## config.mk

```make
export PLATFORM = sky130hd
export DESIGN_NAME = tlmmg_ctrl
export DESIGN_NICKNAME = d
export VERILOG_FILES = /design/src/sv/tlmmg_pkg.sv /design/src/sv/tlmmg_ctrl.sv
export SDC_FILE = /design/constraint.sdc
export NUM_CORES = 1
export LEC_CHECK = 0
export ABC_CLOCK_PERIOD_IN_PS = 2400
export BUFFER_PORTS_ARGS = -buffer_cell sky130_fd_sc_hd__buf_2
export CAP_MARGIN = 10
export CORE_AREA = 2 2 39 41
export CTS_CLUSTER_SIZE = 20
export DETAILED_ROUTE_END_ITERATION = 7
export DIE_AREA = 0 0 41 43
export PLACE_DENSITY = 0.46
export SLEW_MARGIN = 30
export SYNTH_ARGS = -nofsm -noshare
export SYNTH_HDL_FRONTEND = slang
export SYNTH_SLANG_ARGS = --single-unit
```

## constraint.sdc

```tcl
create_clock -name clk -period 2.4 [get_ports clk]
set_input_delay 0.12 -clock clk [delete_from_list [all_inputs] [get_ports clk]]
set_output_delay 0.12 -clock clk [all_outputs]
set_load 0.02 [all_outputs]
```

## src/sv/tlmmg_pkg.sv

```systemverilog
`timescale 1ns / 1ps

package tlmmg_pkg;

  localparam int LIST_DEPTH = 1024;

  localparam int VALUE_W = 32;
  localparam int GAP_W   = 32;
  localparam int OP_W    = 2;
  localparam int ERR_W   = 2;

  localparam logic [OP_W-1:0] OP_LOAD_ONE   = 2'd0;
  localparam logic [OP_W-1:0] OP_LOAD_TWO   = 2'd1;
  localparam logic [OP_W-1:0] OP_LOAD_THREE = 2'd2;
  localparam logic [OP_W-1:0] OP_COMPUTE    = 2'd3;

  localparam logic [ERR_W-1:0] ERR_OK       = 2'd0;
  localparam logic [ERR_W-1:0] ERR_EMPTY    = 2'd1;
  localparam logic [ERR_W-1:0] ERR_OVERFLOW = 2'd2;

  typedef struct packed {
    logic load;
    logic start;
    logic eval;
    logic finish;
  } cmd_t;

  typedef struct packed {
    logic any_empty;
    logic last_step;
    logic out_busy;
  } sts_t;

endpackage

```

## src/sv/tlmmg_ctrl.sv

```systemverilog
`timescale 1ns / 1ps

module tlmmg_ctrl (
  input  logic                        clk,
  input  logic                        rst,
  input  logic                        s_valid,
  input  logic [tlmmg_pkg::OP_W-1:0]  s_op,
  output logic                        s_ready,
  input  tlmmg_pkg::sts_t             sts,
  output tlmmg_pkg::cmd_t             cmd
);

  typedef enum logic [4:0] {
    S_IDLE   = 5'b00001,
    S_READ   = 5'b00010,
    S_EVAL   = 5'b00100,
    S_DRAIN  = 5'b01000,
    S_FINISH = 5'b10000
  } state_t;

  state_t state;
  state_t state_next;
  logic   is_compute;

  assign is_compute = (s_op == tlmmg_pkg::OP_COMPUTE);
  assign s_ready    = (state == S_IDLE);

  always_comb begin
    state_next = state;
    cmd        = '0;
    unique case (state)
      S_IDLE: begin
        if (s_valid) begin
          if (is_compute) begin
            cmd.start  = 1'b1;
            state_next = sts.any_empty ? S_FINISH : S_READ;
          end else begin
            cmd.load = 1'b1;
          end
        end
      end
      S_READ: begin
        state_next = S_EVAL;
      end
      S_EVAL: begin
        cmd.eval   = 1'b1;
        state_next = sts.last_step ? S_DRAIN : S_READ;
      end
      S_DRAIN: begin
        state_next = S_FINISH;
      end
      S_FINISH: begin
        if (!sts.out_busy) begin
          cmd.finish = 1'b1;
          state_next = S_IDLE;
        end
      end
      default: begin
        state_next = S_IDLE;
      end
    endcase
  end

  always_ff @(posedge clk) begin
    if (rst) begin
      state <= S_IDLE;
    end else begin
      state <= state_next;
    end
  end

endmodule

```

==> results.cfg, run 1 <==
[status]
status = finished clean

[routing]
dr_total_vias = 326
dr.pass1.iters = 4
drcViolationCount = 0
drt-total-wl_um = 730
routedWlPerCell_um = 10.74
viasPerCell = 4.794
ant_nets = 0
drtIter0Drc = 7

[worst_setup_path]
cp.required_ns = 2.28
cpMaxStageDelayCell = dfxtp_1
crit_arrival_ns = 1.39
cp_top_family = simple AND/OR/NAND/NOR gates
startpoint_type = flop
r2r.worst_path.cells = 3
cp_num_cells = 5
crit_chain = nor3_1 > nand2b_1 > inv_2 > and3_1 > buf_2
cp-end-kind = output port
worstPathMaxFanout = 6
r2r-end = state[0]
crit_type = reg -> out
r2r_start = state[1]
slowest_delay_ns = 0.34
rrSetupSlack_ns = 1.02
critPathBufInv = 2

[yosys]
yosys.cell_types.count = 24
synth-edff-count = 0
yosys.area.top_type_share_pct = 32.26
async_flop_share_pct = 0
netlist_top_cells_count = dfxtp_1 (5), nand2b_1 (3), nor2_1 (3)
synth_cells = 36
ys_warn_count = 0
seq_area_frac_synth_pct = 32.26
synth.avg_cell_area_sq_um = 8.619
synth.most_common_cell = dfxtp_1
synth_top_cell_by_area = dfxtp_1
syn_nets = 44
ys_ff_latch = 5
syn-cell-area_sq_um = 310.3
synthTopCellsByArea = dfxtp_1 (32%), nand2b_1 (6.0%), and3b_1 (5.6%), and4bb_2 (4.0%), nor4_1 (4.0%)
ys.flop_type = dfxtp_1

[sta]
hold_viol = 0
max_freq_mhz = 663.2
slew_headroom_pct = 82.85
fin_crit_sh_pct = 62.82
worst_pin_slew_ns = 0.2549
clock_skew_ns = 0.0003985
whs_ns = 0.1126
rsz0062_at_grt = false
post-route-min-period_ns = 1.508
fin_tns_setup_ns = 0
drv_slew = 0
finalSetupViolations = 0

[cells_and_area]
drive_gt1_share_pct = 36.54
regMostFlops = state
fin_util_pct = 30.11
multi_input_area_sq_um = 202.7
largest_reg_flops = 5
syn_to_final_growth_pct = 34.27
layout.nets = 61
seq_area_sq_um = 100.1
n_fill_cell = 161
largestRegisters = state (5)
final_cell_area_sq_um = 416.7
antenna_cells = 0

[run]
timing.max_cap.violations = 0

[worst_hold_path]
hold_class = in -> reg
timing.hold.worst_endpoint = state[4]
min_from = rst
worstHoldPathCells = 2

[floorplan]
rows = 14
dieArea_sq_um = 1763
start_util_pct = 22.42
core_area_sq_um = 1384
ios = 13
chipHeight_um = 43
fp.dieW_um = 41

[power]
ir_worst_vdd_uv = 235.9
power_per_cell_area_nw_per_um2 = 532.3
leakage_nw = 0.1920

[clock_tree]
clk_latency_ns = 0.24
cts_tree = done
htreeDepth = 1
cts-root-buf = clkbuf_4
cts_buffers = 3
cts_sinks = 5
post_cts_buffers = 0
cts_hold_buf = 0
cts_buffer_depth = 2
clkTransAtPathRegs_ns = 0.04
ctsResizeCount = 0

[place]
dp_hpwl_um = 622.5
port_buffers = 12
dpl_cell_area_sq_um = 390.4
place.gp.congestion = 0.8133

[global_route]
grt_pass1_vias = 325
antenna_found_initial = 0
grt_max_degree = 9
grt_pass1_wl_um = 1317
overflow = 0
grt_usage_pct = 11.46
-- layout by cell type (no fill, tap or decap) --
cell type   n
dfxtp_1     5
inv_1       1
a221oi_1    1
nor4b_1     1
xnor2_1     1
o32a_1      1
buf_2      12
a221o_1     1
o221a_1     1
nor4_1      2
and3_1      1
nor3_1      2
inv_2       1
o21ai_1     1
clkbuf_1    1
o21ai_0     1
and4bb_2    1
nor4bb_1    1
and3b_1     2
and2b_2     1
nor2_1      3
nand2b_1    3
nand3_1     1
or2_1       1
clkbuf_4    3
nand2_1     2
or2_4       1
-- metal layers --
metal / up-vias / part of all wire (%) / wire (um) / track usage (%)
met4: 0 / 0 / 0 / 4.000
li1: 168 / - / - / -
met3: 0 / 2.9 / 21 / 7.853
met5: - / 0 / 0 / 0
met1: 155 / 45 / 327 / 14.52
met2: 3 / 52 / 380 / 15.00
-- cells by family (layout without fill, tap and decap cells) --
kind of cell,after synthesis,count (layout),synth area share [%]
simple gates,22,22,46.37
compound gates,6,6,16.13
flops,5,5,32.26
buf+inv,2,18,2.417
xor+xnor,1,1,2.823
-- how the worst max path moves through the flow --
stage,from,to,slack [ns]
final,state[1],cmd[3],0.89
after global routing,state[1],cmd[3],0.76
after CTS,state[1],cmd[3],0.89
after detailed placement,state[1],state[0],1.04
after global placement,state[1],state[0],1.06
after floorplan,state[3],cmd[0],0.94
-- area by class of cell --
class,count,share of cell area (%)
Multi-Input combinational cell,29,48.65
Sequential cell,5,24.02
Timing Repair Buffer,12,14.41
Clock buffer,4,6.306
Tap cell,16,4.805
Inverter,2,1.802
-- power by group --
part           switching [mW]  total [mW]  internal [mW]  leakage [nW]
combinational          0.0210      0.0382         0.0172         0.137
clock                  0.0321      0.0947         0.0627        0.0150
sequential            0.00315      0.0888         0.0857        0.0405
-- through the flow --
step | std cells | power [mW] | setup WS (ns)
5_1_grt | 68 | 0.2350 | 0.7584
6_report | 68 | 0.2218 | 0.8922
3_3_place_gp | 64 | 0.1288 | 1.061
2_1_floorplan | 36 | 0.1131 | 0.9379
3_5_place_dp | 64 | 0.1282 | 1.039
4_1_cts | 68 | 0.2270 | 0.8936
No activity file was read; power rests on OpenSTA's default activity.
==> run 2: changes to the inputs <==
- ABC_CLOCK_PERIOD_IN_PS: 2400 -> 1450
- clock period: 2.4 -> 1.45 ns (I/O delays scaled with it)
==> run 2 against run 1 <==
  * Core utilization grew 6.1 points
  * Critical path type unchanged
  * Sequential cell count is the same
  * Highest routed layer unchanged
  * Setup slack lost 0.85 ns
  * Clock power grew 70%
  * Global-route usage is essentially flat
  * Total power grew 82%
  * Sequential share of layout area shrank 3.3 points
  * Combinational power grew 150%
  * Die area is the same
  * Sequential power grew 68%
  * Final cell count grew 7.4%
==> results.cfg, run 2 (same netlist as run 1, synthesis figures left out) <==
[status]
status = finished clean

[floorplan]
core_area_sq_um = 1384
fp.dieW_um = 41
start_util_pct = 22.42
rows = 14
dieArea_sq_um = 1763
chipHeight_um = 43
ios = 13

[cells_and_area]
largest_reg_flops = 5
regMostFlops = state
n_fill_cell = 142
syn_to_final_growth_pct = 61.29
largestRegisters = state (5)
antenna_cells = 0
final_cell_area_sq_um = 500.5
mostFrequentLayoutCells = buf_2 (10), buf_4 (5), nor2_1 (3), clkbuf_4 (3), dfxtp_2 (3)
layout.nets = 66
layout_commonest_cell = buf_2
drive_gt1_share_pct = 54.39
fin_cells = 73

[worst_setup_path]
crit_chain = or2_4 > nor3_1 > buf_2
critPathBufInv = 1
startpoint_type = flop
crit_arrival_ns = 1.33
cp_num_cells = 3
cp_top_family = simple AND/OR/NAND/NOR gates
slowest_delay_ns = 0.33
r2r.worst_path.cells = 3
cp.required_ns = 1.38
crit_type = reg -> out
worstPathMaxFanout = 5
cp-end-kind = output port
cpMaxStageDelayCell = dfxtp_1

[sta]
max_freq_mhz = 712.2
clock_skew_ns = 0.005016
finalSetupViolations = 0
hold_viol = 0
post-route-min-period_ns = 1.404
slew_headroom_pct = 81.83
fin_crit_sh_pct = 96.83
fin_tns_setup_ns = 0
rsz0062_at_grt = false
worst_pin_slew_ns = 0.2701
drv_slew = 0

[global_route]
grt_pass1_vias = 354
grt_pass1_wl_um = 1366
antenna_found_initial = 0
grt_usage_pct = 11.45
grt_max_degree = 9
overflow = 0

[clock_tree]
cts-root-buf = clkbuf_4
cts_tree = done
clkTransAtPathRegs_ns = 0.05
cts_buffer_depth = 2
cts_sinks = 5
htreeDepth = 1
cts_hold_buf = 0
clk_latency_ns = 0.24
cts_buffers = 3

[routing]
drtIter0Drc = 6
viasPerCell = 4.932
drt-total-wl_um = 847
dr_total_vias = 360
routedWlPerCell_um = 11.60
drcViolationCount = 0
dr.pass1.iters = 4
ant_nets = 0

[run]
timing.max_cap.violations = 0

[place]
dp_hpwl_um = 588.2
port_buffers = 12
dpl_cell_area_sq_um = 397.9
place.gp.congestion = 0.8185
place_inst = 65

[worst_hold_path]
hold_class = in -> reg
worstHoldPathCells = 2

[power]
leakage_nw = 0.2264
power_per_cell_area_nw_per_um2 = 807.0
ir_worst_vdd_uv = 369.0
-- run 2: changes by cell type in the layout (fill, tap and decap cells not counted), moves of 2 or more --
cell / previous run / this run
buf_2: 12 / 10
buf_4: 0 / 5
buf_6: 0 / 2
dfxtp_1: 5 / 2
dfxtp_2: 0 / 3
-- run 2: routing by layer --
layer / track usage (%) / vias up / share of wire [%]
met4: 2.000 / 0 / 0
met1: 12.22 / 170 / 42
met5: 0 / - / 0
met2: 18.13 / 9 / 53
li1: - / 181 / -
met3: 7.853 / 0 / 4.6
-- run 2: report_power, final --
| part | internal [mW] | switching (mW) |
|---|---|---|
| combinational | 0.0523 | 0.0415 |
| sequential | 0.142 | 0.00711 |
| clock | 0.104 | 0.0566 |
| total | 0.299 | 0.105 |
-- run 2: layout make-up --
class | count | area (sq um) | area share (%)
multi-input cells | 29 | 232.7 | 46.50
inverters | 2 | 7.507 | 1.500
flip-flops and latches | 5 | 103.9 | 20.75
repair buffers | 17 | 110.1 | 22.00
clock buffers | 4 | 26.28 | 5.250
well taps | 16 | 20.02 | 4.000
-- run 2: path summary, 6_finish.rpt --
kind | from | endpoint | slack (ns)
worst max-delay path | state[3] | cmd[1] | 0.05
worst min-delay path | rst | state[4] | 0.05
worst max register to register | state[1] | state[0] | 0.06
worst min register to register | state[1] | state[2] | 0.52
-- run 2: stage by stage --
| step | util (%) | hold WS [ns] | power [mW] | setup slack (ns) |
|---|---|---|---|---|
| global placement | 28.75 | 0.3209 | 0.2132 | 0.1084 |
| global route | 36.17 | 0.04103 | 0.4317 | 0.01954 |
| detailed placement | 28.75 | 0.3151 | 0.2114 | 0.1011 |
| CTS | 32.28 | 0.05462 | 0.3876 | 0.01106 |
| finish | 36.17 | 0.05195 | 0.4039 | 0.04599 |
| floorplan | - | 0.1512 | 0.1872 | 0.03544 |
-- run 2: worst reg2reg max path: cells and delay by family (launching register included) --
family | cells | cell delay (ns)
flip-flops | 1 | 0.35
AO/OA/AOI/OAI | 2 | 0.64
AND/OR/NAND/NOR | 1 | 0.29
-- run 2: what timing repair did --
action,CTS,global route
buffers inserted,2,2
gates resized for setup,2,10
endpoints found under the hold margin,0,0
pin swaps,0,1
endpoints found under the setup margin,1,4
==> run 3: changes to the inputs <==
- ABC_CLOCK_PERIOD_IN_PS: 1450 -> 1800
- CELL_PAD_IN_SITES_DETAIL_PLACEMENT: default -> 0
- CELL_PAD_IN_SITES_GLOBAL_PLACEMENT: default -> 2
- PLACE_DENSITY: 0.46 -> 0.72
- clock period: 1.45 -> 1.8 ns (I/O delays scaled with it)
==> run 3 against run 2 <==
  * Clock-buffer cell count unchanged
  * Hold slack improved by 0.011 ns
  * Register-to-register slack improved by 0.37 ns
  * Design area down 17%
  * Total power fell by 25%
  * Largest cell class unchanged
  * First-iteration DRC count grew 33%
  * Clock skew fell by 0.0036 ns
  * Largest power group unchanged
  * Non-clock buffer count fell by 5
  * Sequential share of layout area is 3.3 points higher
  * Final cell count shrank 6.8%
==> results.cfg, run 3 (same netlist as run 1, synthesis figures left out) <==
[floorplan]
rows = 14
dieArea_sq_um = 1763
ios = 13
fp.dieW_um = 41
start_util_pct = 22.42
chipHeight_um = 43
core_area_sq_um = 1384

[worst_setup_path]
crit_chain = nor3_1 > nand2b_1 > inv_2 > and3_1 > buf_2
cp-end-kind = output port
crit_arrival_ns = 1.40
slowest_delay_ns = 0.35
cp.required_ns = 1.71
crit_type = reg -> out
worstPathMaxFanout = 6
startpoint_type = flop
cpMaxStageDelayCell = dfxtp_1

[power]
power_per_cell_area_nw_per_um2 = 730.9
power_uw = 304.5
ir_worst_vdd_uv = 222.8
leakage_nw = 0.1920

[clock_tree]
post_cts_buffers = 0
cts_sinks = 5
ctsResizeCount = 0
cts_buffer_depth = 2
cts_buffers = 3
cts_tree = done
cts-root-buf = clkbuf_4
clk_latency_ns = 0.25
htreeDepth = 1
cts_hold_buf = 0
clkTransAtPathRegs_ns = 0.04

[place]
port_buffers = 12
place_inst = 64
place.gp.congestion = 0.7352
dp_hpwl_um = 545.2

[worst_hold_path]
hold_class = in -> reg

[routing]
drtIter0Drc = 8
ant_nets = 0
drt-total-wl_um = 761
drcViolationCount = 0
dr.pass1.iters = 4
viasPerCell = 4.853
dr_total_vias = 330
routedWlPerCell_um = 11.19

[sta]
drv_slew = 0
rsz0062_at_grt = false
whs_ns = 0.06317
slew_headroom_pct = 82.02
hold_viol = 0
fin_tns_setup_ns = 0
max_freq_mhz = 671.4
clock_skew_ns = 0.001445
finalSetupViolations = 0
fin_crit_sh_pct = 82.75
worst_pin_slew_ns = 0.2672
post-route-min-period_ns = 1.490

[cells_and_area]
n_fill_cell = 161
mostFrequentLayoutCells = buf_2 (12), dfxtp_1 (5), nand2b_1 (3), nor2_1 (3), clkbuf_4 (3)
fin_util_pct = 30.11
syn_to_final_growth_pct = 34.27
regMostFlops = state
largest_reg_flops = 5
layout_commonest_cell = buf_2
fin_cells = 68
largestRegisters = state (5)
antenna_cells = 0
layout.nets = 61
drive_gt1_share_pct = 36.54

[global_route]
grtUsageMet3_pct = 4.712
grt_use_met2_pct = 13.75
grt_pass1_vias = 303
busiest_layer = met1
grt_usage_pct = 11.16
antenna_found_initial = 0
overflow = 0
grt_max_degree = 9
grt_pass1_wl_um = 1262
met1_usage_pct = 13.87

[run]
timing.max_cap.violations = 0

[status]
status = finished clean
==> run 3: changes by cell type in the layout (fill, tap and decap cells not counted), sizes merged <==
| cell | before | now |
|---|---|---|
| buf | 17 | 12 |
==> run 3: worst max-delay path: cells and delay by family, from the launching register on <==
family / cells / cell delay [ns]
buf+inv: 2 / 0.24
simple gates: 3 / 0.57
flops: 1 / 0.35
==> run 3: final timing paths <==
path                  from        to  slack, ns  depth (start not counted)
setup reg to reg  state[1]  state[0]       0.43                          3
hold reg to reg   state[1]  state[2]       0.54                          1
setup / recovery  state[1]    cmd[3]       0.31                          5
hold / removal         rst  state[4]       0.06                          2
==> run 3: through the flow <==
stage | area [sq um] | setup WS [ns]
after floorplan | 310.3 | 0.3679
after global placement | 390.4 | 0.4594
after detailed placement | 390.4 | 0.4374
after CTS | 416.7 | 0.3300
after global routing | 416.7 | 0.1524
final | 416.7 | 0.3105
==> run 3: routing by layer <==
| metal | share of wire (%) | up-vias |
|---|---|---|
| met5 | 0 | - |
| met4 | 4.9 | 0 |
| met3 | 5.5 | 5 |
| met2 | 43 | 12 |
| met1 | 46 | 143 |
| li1 | - | 170 |
==> run 3: final cells by class <==
class	instances	area, sq um	share of cell area (%)
inverters	2	7.507	1.802
flip-flops and latches	5	100.1	24.02
multi-input cells	29	202.7	48.65
repair buffers	12	60.06	14.41
well taps	16	20.02	4.805
clock buffers	4	26.28	6.306
==> run 3: power by group <==
part / leakage, nW / internal, mW / total (mW) / switching, mW
logic: 0.137 / 0.0229 / 0.0502 / 0.0273
clock network: 0.0150 / 0.0842 / 0.136 / 0.0516
registers: 0.0405 / 0.114 / 0.119 / 0.00449
total: 0.192 / 0.221 / 0.305 / 0.0834
